$ cat config.mk
export PLATFORM = sky130hd
export DESIGN_NAME = dnms_cell
export DESIGN_NICKNAME = d
export VERILOG_FILES = /design/src/design/dnms_pkg.sv /design/src/design/dnms_cell.sv
export SDC_FILE = /design/constraint.sdc
export NUM_CORES = 1
export LEC_CHECK = 0
export BUFFER_PORTS_ARGS = -buffer_cell sky130_fd_sc_hd__buf_2
export CAP_MARGIN = 25
export CORE_AREA = 2 2 120 122
export CTS_CLUSTER_DIAMETER = 40
export CTS_CLUSTER_SIZE = 12
export DETAILED_ROUTE_END_ITERATION = 10
export DIE_AREA = 0 0 122 124
export GPL_ROUTABILITY_DRIVEN = 0
export MAX_ROUTING_LAYER = met4
export PLACE_DENSITY = 0.78
export SYNTH_ARGS = -nofsm -noshare
export SYNTH_HDL_FRONTEND = slang
export SYNTH_SLANG_ARGS = --single-unit
$ cat constraint.sdc
create_clock -name clk -period 5.1 [get_ports clk]
set_clock_uncertainty 0.15 [all_clocks]
set_input_delay 0.765 -clock clk [delete_from_list [all_inputs] [get_ports clk]]
set_output_delay 0.765 -clock clk [all_outputs]
set_load 0.05 [all_outputs]
$ cat src/design/dnms_pkg.sv
`default_nettype none
package dnms_pkg;

    localparam int MAX_DETECTIONS = 64;
    localparam int COUNT_W        = $clog2(MAX_DETECTIONS + 1);
    localparam int RANGE_W        = 8;
    localparam int DOPPLER_W      = 7;
    localparam int MAG_W          = 32;
    localparam int SEP_W          = 8;
    localparam logic [SEP_W-1:0] MIN_SEP_RESET = 8'd3;

    typedef struct packed {
        logic [RANGE_W-1:0]   rng;
        logic [DOPPLER_W-1:0] dop;
        logic [MAG_W-1:0]     mag;
    } det_t;

    typedef struct packed {
        logic valid;
        logic supp;
        det_t det;
    } slot_t;

    typedef enum logic [1:0] {
        ST_LOAD = 2'b01,
        ST_SCAN = 2'b10
    } state_t;

endpackage
`default_nettype wire

$ cat src/design/dnms_cell.sv
`default_nettype none
module dnms_cell (
    input  wire logic                       clk,
    input  wire logic                       rst_n,
    input  wire logic                       insert,
    input  wire logic                       shift,
    input  wire dnms_pkg::det_t             new_det,
    input  wire logic                       left_ge,
    input  wire dnms_pkg::slot_t            left_slot,
    input  wire dnms_pkg::slot_t            right_slot,
    input  wire dnms_pkg::det_t             peak_det,
    input  wire logic                       peak_live,
    input  wire logic [dnms_pkg::SEP_W-1:0] min_sep,
    output dnms_pkg::slot_t                 slot,
    output logic                            ge,
    output dnms_pkg::slot_t                 shift_out
);

    dnms_pkg::slot_t slot_reg;
    dnms_pkg::slot_t slot_next;
    logic [dnms_pkg::RANGE_W-1:0] d_rng;
    logic [dnms_pkg::SEP_W-1:0]   d_dop;
    logic                         hit;

    assign ge = slot_reg.valid && (slot_reg.det.mag >= new_det.mag);

    // Only a live peak suppresses its neighbors.
    always_comb
    begin
        d_rng = (slot_reg.det.rng >= peak_det.rng) ? slot_reg.det.rng - peak_det.rng
                                                   : peak_det.rng - slot_reg.det.rng;
        d_dop = (slot_reg.det.dop >= peak_det.dop)
              ? dnms_pkg::SEP_W'(slot_reg.det.dop - peak_det.dop)
              : dnms_pkg::SEP_W'(peak_det.dop - slot_reg.det.dop);
        hit   = peak_live && (d_rng <= min_sep) && (d_dop <= min_sep);
    end

    always_comb
    begin
        shift_out       = slot_reg;
        shift_out.supp  = slot_reg.supp | hit;
        slot_next       = slot_reg;
        if (insert && !ge)
        begin
            if (left_ge)
            begin
                slot_next.valid = 1'b1;
                slot_next.supp  = 1'b0;
                slot_next.det   = new_det;
            end
            else
            begin
                slot_next = left_slot;
            end
        end
        else if (shift)
        begin
            slot_next = right_slot;
        end
    end

    always_ff @(posedge clk or negedge rst_n)
    begin
        if (!rst_n)
        begin
            slot_reg <= '0;
        end
        else
        begin
            slot_reg <= slot_next;
        end
    end

    assign slot = slot_reg;

endmodule
`default_nettype wire

Word level (Yosys, flattened, before mapping)

Cells that the tools add are included.

$add $sub $neg: 4
$lt $le $gt $ge: 5
Mux-type cells: 5
Bitwise gates (word level): 1
Reductions and logical operators: 6

Operator list:

| cell                                        | number |
|---|---|
| 49-bit two-way mux                          | 3 |
| 32-bit greater-or-equal comparator          | 1 |
| 8-bit <= comparator                         | 2 |
| 8-bit two-way mux                           | 2 |
| 7-bit by 7-bit subtractor with 8-bit output | 2 |
| 8-bit subtractor                            | 2 |
| 8-bit greater-or-equal comparator           | 1 |
| 7-bit greater-or-equal comparator           | 1 |
| 1-bit logical AND                           | 4 |
| 2-bit nonzero test                          | 1 |
| 1-bit logical NOT                           | 1 |
| 1-bit bitwise OR                            | 1 |

Bits in registers: 49
Bits of input ports: 206
Output and inout port bits: 99

Depth between registers and ports, before layout

Gate-level depths: netlist of the first run.

Depth in word-level cells: 6
Gate-level depth with buffers: 19
Mapped depth without buffers: 18

Least setup slack after synthesis of the first run

Ideal clock, no wire load.

Path kind: input port to output port
Start point: input peak_det[32] (netlist bit)
End point: output shift_out[47] (netlist bit)
Data arrival time: 4,048 ps
Slack: 137 ps
Stages on the path: 18
Buffers on the path: 1
Path through: ha_1 inv_1 fa_1 a21o_1 a21oi_1 and3b_1 o21ba_2 buf_2 mux2_2 o211ai_1 xor2_1 ha_1 a21o_1 a21o_1 a21oi_1 o21ai_0 o21ai_0 a31o_2

RTL lines:

| item        | RTL line        | source |
|---|---|---|
| from (decl) | dnms_cell.sv:11 | `input wire dnms_pkg::det_t peak_det,` |
| to (decl)   | dnms_cell.sv:16 | `output dnms_pkg::slot_t shift_out` |

==> results of run 1 <==
## stage by stage
stage	util	instances	hold WS [ps]	cell area, um^2
after global placement	0.4922	968	434.0	6753
after floorplan	-	570	319.4	5512
final	0.5091	978	431.7	6984
after CTS	0.5043	977	465.6	6919
after global routing	0.5091	978	483.9	6984
after detailed placement	0.4922	968	463.6	6753
## logic make-up after synthesis
family | after synthesis
and+or+nand+nor | 46
muxes | 153
DFF | 49
AOI/OAI and AO/OA | 87
xor gates and xnor gates | 11
buffers and inverters | 143
adders and majority gates | 81
## timing repair
item | 4_1_cts | 5_1_grt
pin swaps | 1 | 13
setup endpoints to repair | 1 | 1
hold buffers | 0 | 0
setup buffers | 1 | 1
resized for setup | 2 | 18
## cell usage in the layout (no fill, tap or decap), types with 5 or more instances in the layout
master	instances
o21a_1	5
o21ai_0	11
a21oi_1	22
buf_4	14
ha_1	76
nand4_1	13
buf_2	270
clkbuf_16	5
dfrtp_1	49
inv_1	75
xor2_1	5
xnor2_1	6
nor2_1	8
a21o_1	21
mux2i_1	147
nor2b_1	6
## cell usage after synthesis (all sizes together), types with 2 or more instances
library cell	instances	area [um^2]
a311oi	2	17.52
mux2i	149	1491
o211ai	2	15.01
a21o	21	157.7
nor2	8	30.03
a21oi	24	120.1
xor2	5	43.79
nand2b	3	18.77
ha	77	963.4
a211oi	2	20.02
o21a	5	37.54
a31o	2	17.52
a2111oi	2	36.29
nand4	13	81.33
fa	4	80.08
and2	3	18.77
xnor2	6	52.55
buf	55	406.6
nand2	3	11.26
clkbuf	12	45.04
mux2	4	45.04
o21ai	14	70.07
inv	76	285.3
dfrtp	49	1226
nor2b	6	37.54
a21boi	2	15.01
nand3	3	15.01
a31oi	2	12.51
o21bai	3	22.52
## routing by layer
metal,track usage,vias to the layer above,part of all wire
met5,-,-,0
met4,0.04670,0,0.0094
met3,0.04075,10,0.051
met2,0.3481,149,0.51
met1,0.2361,2299,0.43
li1,-,2419,-
## how the worst min path moves through the flow
stage | start | end | depth (start not counted)
after global routing | slot[47] | slot[47] | 2
after floorplan | rst_n | shift_out[0] | 0
after CTS | rst_n | shift_out[44] | 2
after detailed placement | shift_out[18] | shift_out[18] | 2
final | rst_n | shift_out[26] | 2
after global placement | slot[47] | slot[47] | 2
## area by class of cell
type                            instances  area, um^2  area share
Multi-Input combinational cell        378        3601      0.5156
Timing Repair Buffer                  287        1494      0.2139
Sequential cell                        49        1226      0.1756
Inverter                               76       285.3     0.04085
Tap cell                              180       225.2     0.03225
Clock buffer                            6       138.9     0.01989
Clock inverter                          2       13.76    0.001971
## power by group through the flow
stage,clock network (mW),logic [mW],registers [mW]
global placement,0,1.82,0.593
CTS,0.371,1.87,0.591
detailed placement,0,1.85,0.598
floorplan,0,1.21,0.875
finish,0.358,1.89,0.589
global route,0.385,2.05,0.604
==> results.cfg, run 1 <==
[status]
outcome = finished clean

[logic_synthesis]
synth_compound_area_frac = 0.1092
synth.area.mux_share = 0.2788
ys.flop_type = dfrtp_1
synth_top_family_by_area = multiplexers
ys_ff_latch = 49
seq_area_frac_synth = 0.2225
syn_area_mm2 = 0.005512
async_reset_ff_frac = 1.000
synthSimpleGateAreaFrac = 0.04904
post_synth.cell_area_avg_um2 = 9.669
yosysWarnings = 0
synth-xor-area-share = 0.01748
synthCells = 570
yosys.area_share.adder = 0.1893
yosysUniqueCellTypes = 48
synth_nets = 857
synth-edff-count = 0

[clock_network]
tritoncts = done
clock_latency_ps = 300
cts.sink_count = 49
h-tree-depth = 2
numCtsBuffers = 5
root_buffer = clkbuf_16
clk_pin_slew_ps = 70
cts.path.max_buffers = 2

[final_layout]
area_growth_pct = 26.72
nNetsFinal = 1084
drive_above_1_share = 0.3947
n_antenna_cell = 0
fill_cells = 1288
largest_reg_flops = 48

[pwr]
ir_drop_mv = 0.2418
power_density_mw_per_mm2 = 406.9
leakagePower_nw = 4.059
switching_share = 0.5306
clockPowerShare = 0.126
net-switching-power_mw = 1.508
internal_power_mw = 1.334
p_total_mw = 2.842
pwr-share-comb = 0.667
pwr-share-seq = 0.207

[setup_path]
crit_chain = buf_6 -> ha_4 -> inv_2 -> fa_2 -> a21o_1 -> a21oi_2 -> and3b_2 -> o21ba_4 -> mux2_4 -> o211ai_1 -> xor2_1 -> ha_1 -> a21o_1 -> a21o_1 -> a21oi_1 -> o21ai_1 -> o21ai_1 -> a31o_2 -> buf_8
start_kind = primary input
critPathArrivalTime_ps = 4010
reg2reg_setup_slack_ps = 1940
critPathKind = primary input to primary output
crit_buf_inv = 3
crit_slowest_cell = fa_2
crit_top_cell = a21o_1
r2r_end = shift_out[1]
cp.required_ps = 4180
setup.worst_path.start = peak_det[32]
r2r_start = shift_out[1]
slowest_delay_ps = 380
crit_end = shift_out[47]
crit_fanout = 3
crit_cells = 19
cpLargestDelayFamily = compound AO/OA/AOI/OAI gates
worstSetupEndpointType = primary output
rr_worst_depth = 9

[grt]
overflow = 0
grt_pass1_vias = 4630
grt_use_total = 0.1991
grt_pass1_wl_um = 22630
antenna_found_initial = 0
grt_max_degree = 50

[floorplanning]
ios = 305
core_area_mm2 = 0.01372
die_h_um = 124
die_area_mm2 = 0.01513
fp.dieW_um = 122
initial_core_util = 0.4017
num_rows = 43

[drt]
routedWlPerCell_um = 15.58
drc = 0
vias_per_cell = 4.987
drt_first_iter_violations = 160
finalWirelength_um = 15240
first_pass_iters = 4
vias = 4877
antenna_left = 0

[timing]
relSlewSlack = 0.3668
setup_ws_ps = 172.8
drv_slew = 0
fin_tns_setup_ps = 0
max_freq_mhz = 203.0
hold_viol = 0
fin_crit_sh = 0.9661
setup_viol = 0
fin_crit_ps = 4927
tightest_slew_ps = 949.9

[place]
io_buffers = 272
post-place-ws_ps = -108.7
dp_hpwl_um = 12390

[job]
max_cap_violations = 0

[min_path]
hold_class = primary input to async pin
No activity file was read; power rests on OpenSTA's default activity.
==> run 2, diff against run 1 <==
- BUFFER_PORTS_ARGS: -buffer_cell sky130_fd_sc_hd__buf_2 -> default
- DONT_BUFFER_PORTS: default -> 1
- PLACE_DENSITY: 0.78 -> 0.59
- TNS_END_PERCENT: default -> 1
==> run 2 against run 1 <==
Effect of this change:
- non-clock buffer count decreased by 240
- sequential power increased by 23%
- via count decreased by 17%
==> results.cfg, run 2 (synthesis results as in run 1) <==
[grt]
grt_max_degree = 50
grt_pass1_vias = 4205
grt_pass1_wl_um = 20820
overflow = 0
grt_use_total = 0.1835
antenna_found_initial = 0

[setup_path]
crit_fanout = 3
slowest_delay_ps = 400
reg2reg_setup_slack_ps = 1540
crit_top_cell = a21o_1
rr_worst_depth = 9
worstSetupEndpointType = primary output
cp.required_ps = 4180
crit_chain = inv_2 -> ha_2 -> inv_2 -> fa_2 -> a21o_1 -> a21oi_2 -> and3b_2 -> o21ba_4 -> mux2_4 -> o211ai_1 -> xor2_1 -> ha_1 -> a21o_1 -> a21o_1 -> a21oi_1 -> o21ai_1 -> o21ai_1 -> a31o_2 -> buf_12
critPathKind = flip-flop to primary output
crit_end = shift_out[47]
crit_slowest_cell = dfrtp_1
r2r_start = shift_out[9]
setup.worst_path.start = shift_out[32]
start_kind = flip-flop
critPathArrivalTime_ps = 3990
r2r_end = shift_out[38]

[drt]
routedWlPerCell_um = 18.97
vias_per_cell = 5.481
vias = 4045
drt_first_iter_violations = 196
antenna_left = 0
first_pass_iters = 4
finalWirelength_um = 14000
drc = 0

[final_layout]
seq_area_mm2 = 0.001226
drive_above_1_share = 0.1308
area_growth_pct = 7.128
n_antenna_cell = 0
largest_reg_flops = 48
fin_area_mm2 = 0.005904
fin_util = 0.4304
nNetsFinal = 844
multi_input_area_mm2 = 0.003585
fill_cells = 1304
layout_common_cells = mux2i_1, ha_1, inv_1, dfrtp_1, buf_4
final_common_cell = mux2i_1

[floorplanning]
fp.dieW_um = 122
die_area_mm2 = 0.01513
core_area_mm2 = 0.01372
ios = 305
num_rows = 43
die_h_um = 124
initial_core_util = 0.4017

[pwr]
ir_drop_mv = 0.2226
net-switching-power_mw = 1.462
pwr-share-seq = 0.262
leakagePower_nw = 3.173
clockPowerShare = 0.147
pwr-share-comb = 0.591
switching_share = 0.5303
power_density_mw_per_mm2 = 466.8
internal_power_mw = 1.294

[min_path]
hold_class = primary input to async pin

[clock_network]
h-tree-depth = 2
clk_pin_slew_ps = 70
root_buffer = clkbuf_16
clock_latency_ps = 300
cts.path.max_buffers = 2
numCtsBuffers = 5
tritoncts = done
cts.sink_count = 49

[timing]
hold_viol = 0
setup_viol = 0
tightest_slew_ps = 986.3
fin_crit_ps = 4904
relSlewSlack = 0.3425
max_freq_mhz = 203.9
fin_crit_sh = 0.9616
drv_slew = 0

[status]
outcome = finished clean

[place]
io_buffers = 0
placed_cell_area_mm2 = 0.005639
dp_hpwl_um = 11120

[job]
max_cap_violations = 0
==> run 2: how the worst min path moves through the flow <==
| stage | end | cells past startpoint |
|---|---|---|
| floorplan | shift_out[0] | 0 |
| global placement | shift_out[17] | 0 |
| detailed placement | shift_out[17] | 0 |
| CTS | shift_out[17] | 1 |
| global route | shift_out[18] | 1 |
| finish | shift_out[16] | 1 |
==> run 2: area by class of cell <==
cell class | count | share of cell area
clock buffers | 5 | 0.02119
clock inverters | 3 | 0.007417
inverters | 76 | 0.04832
multi-input cells | 378 | 0.6071
flip-flops and latches | 49 | 0.2077
well taps | 180 | 0.03814
repair buffers | 47 | 0.07014
==> run 2: metal layers <==
| metal | global-route usage | up-vias | wire length, um |
|---|---|---|---|
| met5 | - | - | 0 |
| met4 | 0.07040 | 0 | 366 |
| met3 | 0.04579 | 27 | 935 |
| met2 | 0.3188 | 175 | 7159 |
| met1 | 0.2036 | 1915 | 5541 |
| li1 | - | 1928 | - |
==> run 2: metrics by stage <==
step | total power [mW] | TNS [ps] | instances | hold slack, ps | setup slack, ps
after floorplan | 2.085 | 0 | 570 | 319.4 | 137.0
after global placement | 2.264 | 0 | 724 | 320.6 | 67.49
after detailed placement | 2.303 | 0 | 724 | 320.5 | 16.24
after CTS | 2.738 | 0 | 733 | 162.5 | 17.39
after global routing | 2.944 | -16.58 | 738 | 171.7 | -16.58
final | 2.756 | 0 | 738 | 162.0 | 195.8
==> run 2: critical path, delay by kind of cell (launching register included) <==
| family | cells | cell delay (ps) |
|---|---|---|
| buffers and inverters | 3 | 250 |
| and+or+nand+nor | 1 | 230 |
| muxes | 1 | 300 |
| AOI/OAI and AO/OA | 10 | 1540 |
| xor gates and xnor gates | 1 | 200 |
| DFF | 1 | 400 |
| adders and majority gates | 3 | 760 |
==> run 2: power by group through the flow <==
stage | clock (mW) | sequential, mW | combinational (mW)
2_1_floorplan | 0 | 0.875 | 1.21
3_3_place_gp | 0 | 0.729 | 1.54
4_1_cts | 0.422 | 0.725 | 1.59
3_5_place_dp | 0 | 0.733 | 1.57
6_report | 0.405 | 0.723 | 1.63
5_1_grt | 0.434 | 0.737 | 1.77
==> run 2: what timing repair did <==
item / 4_1_cts / 5_1_grt
endpoints found under the setup margin: 1 / 1
hold buffers: 1 / 0
buffers inserted: 0 / 5
endpoints found under the hold margin: 49 / 0
pin swaps: 0 / 10
gates resized for setup: 1 / 12
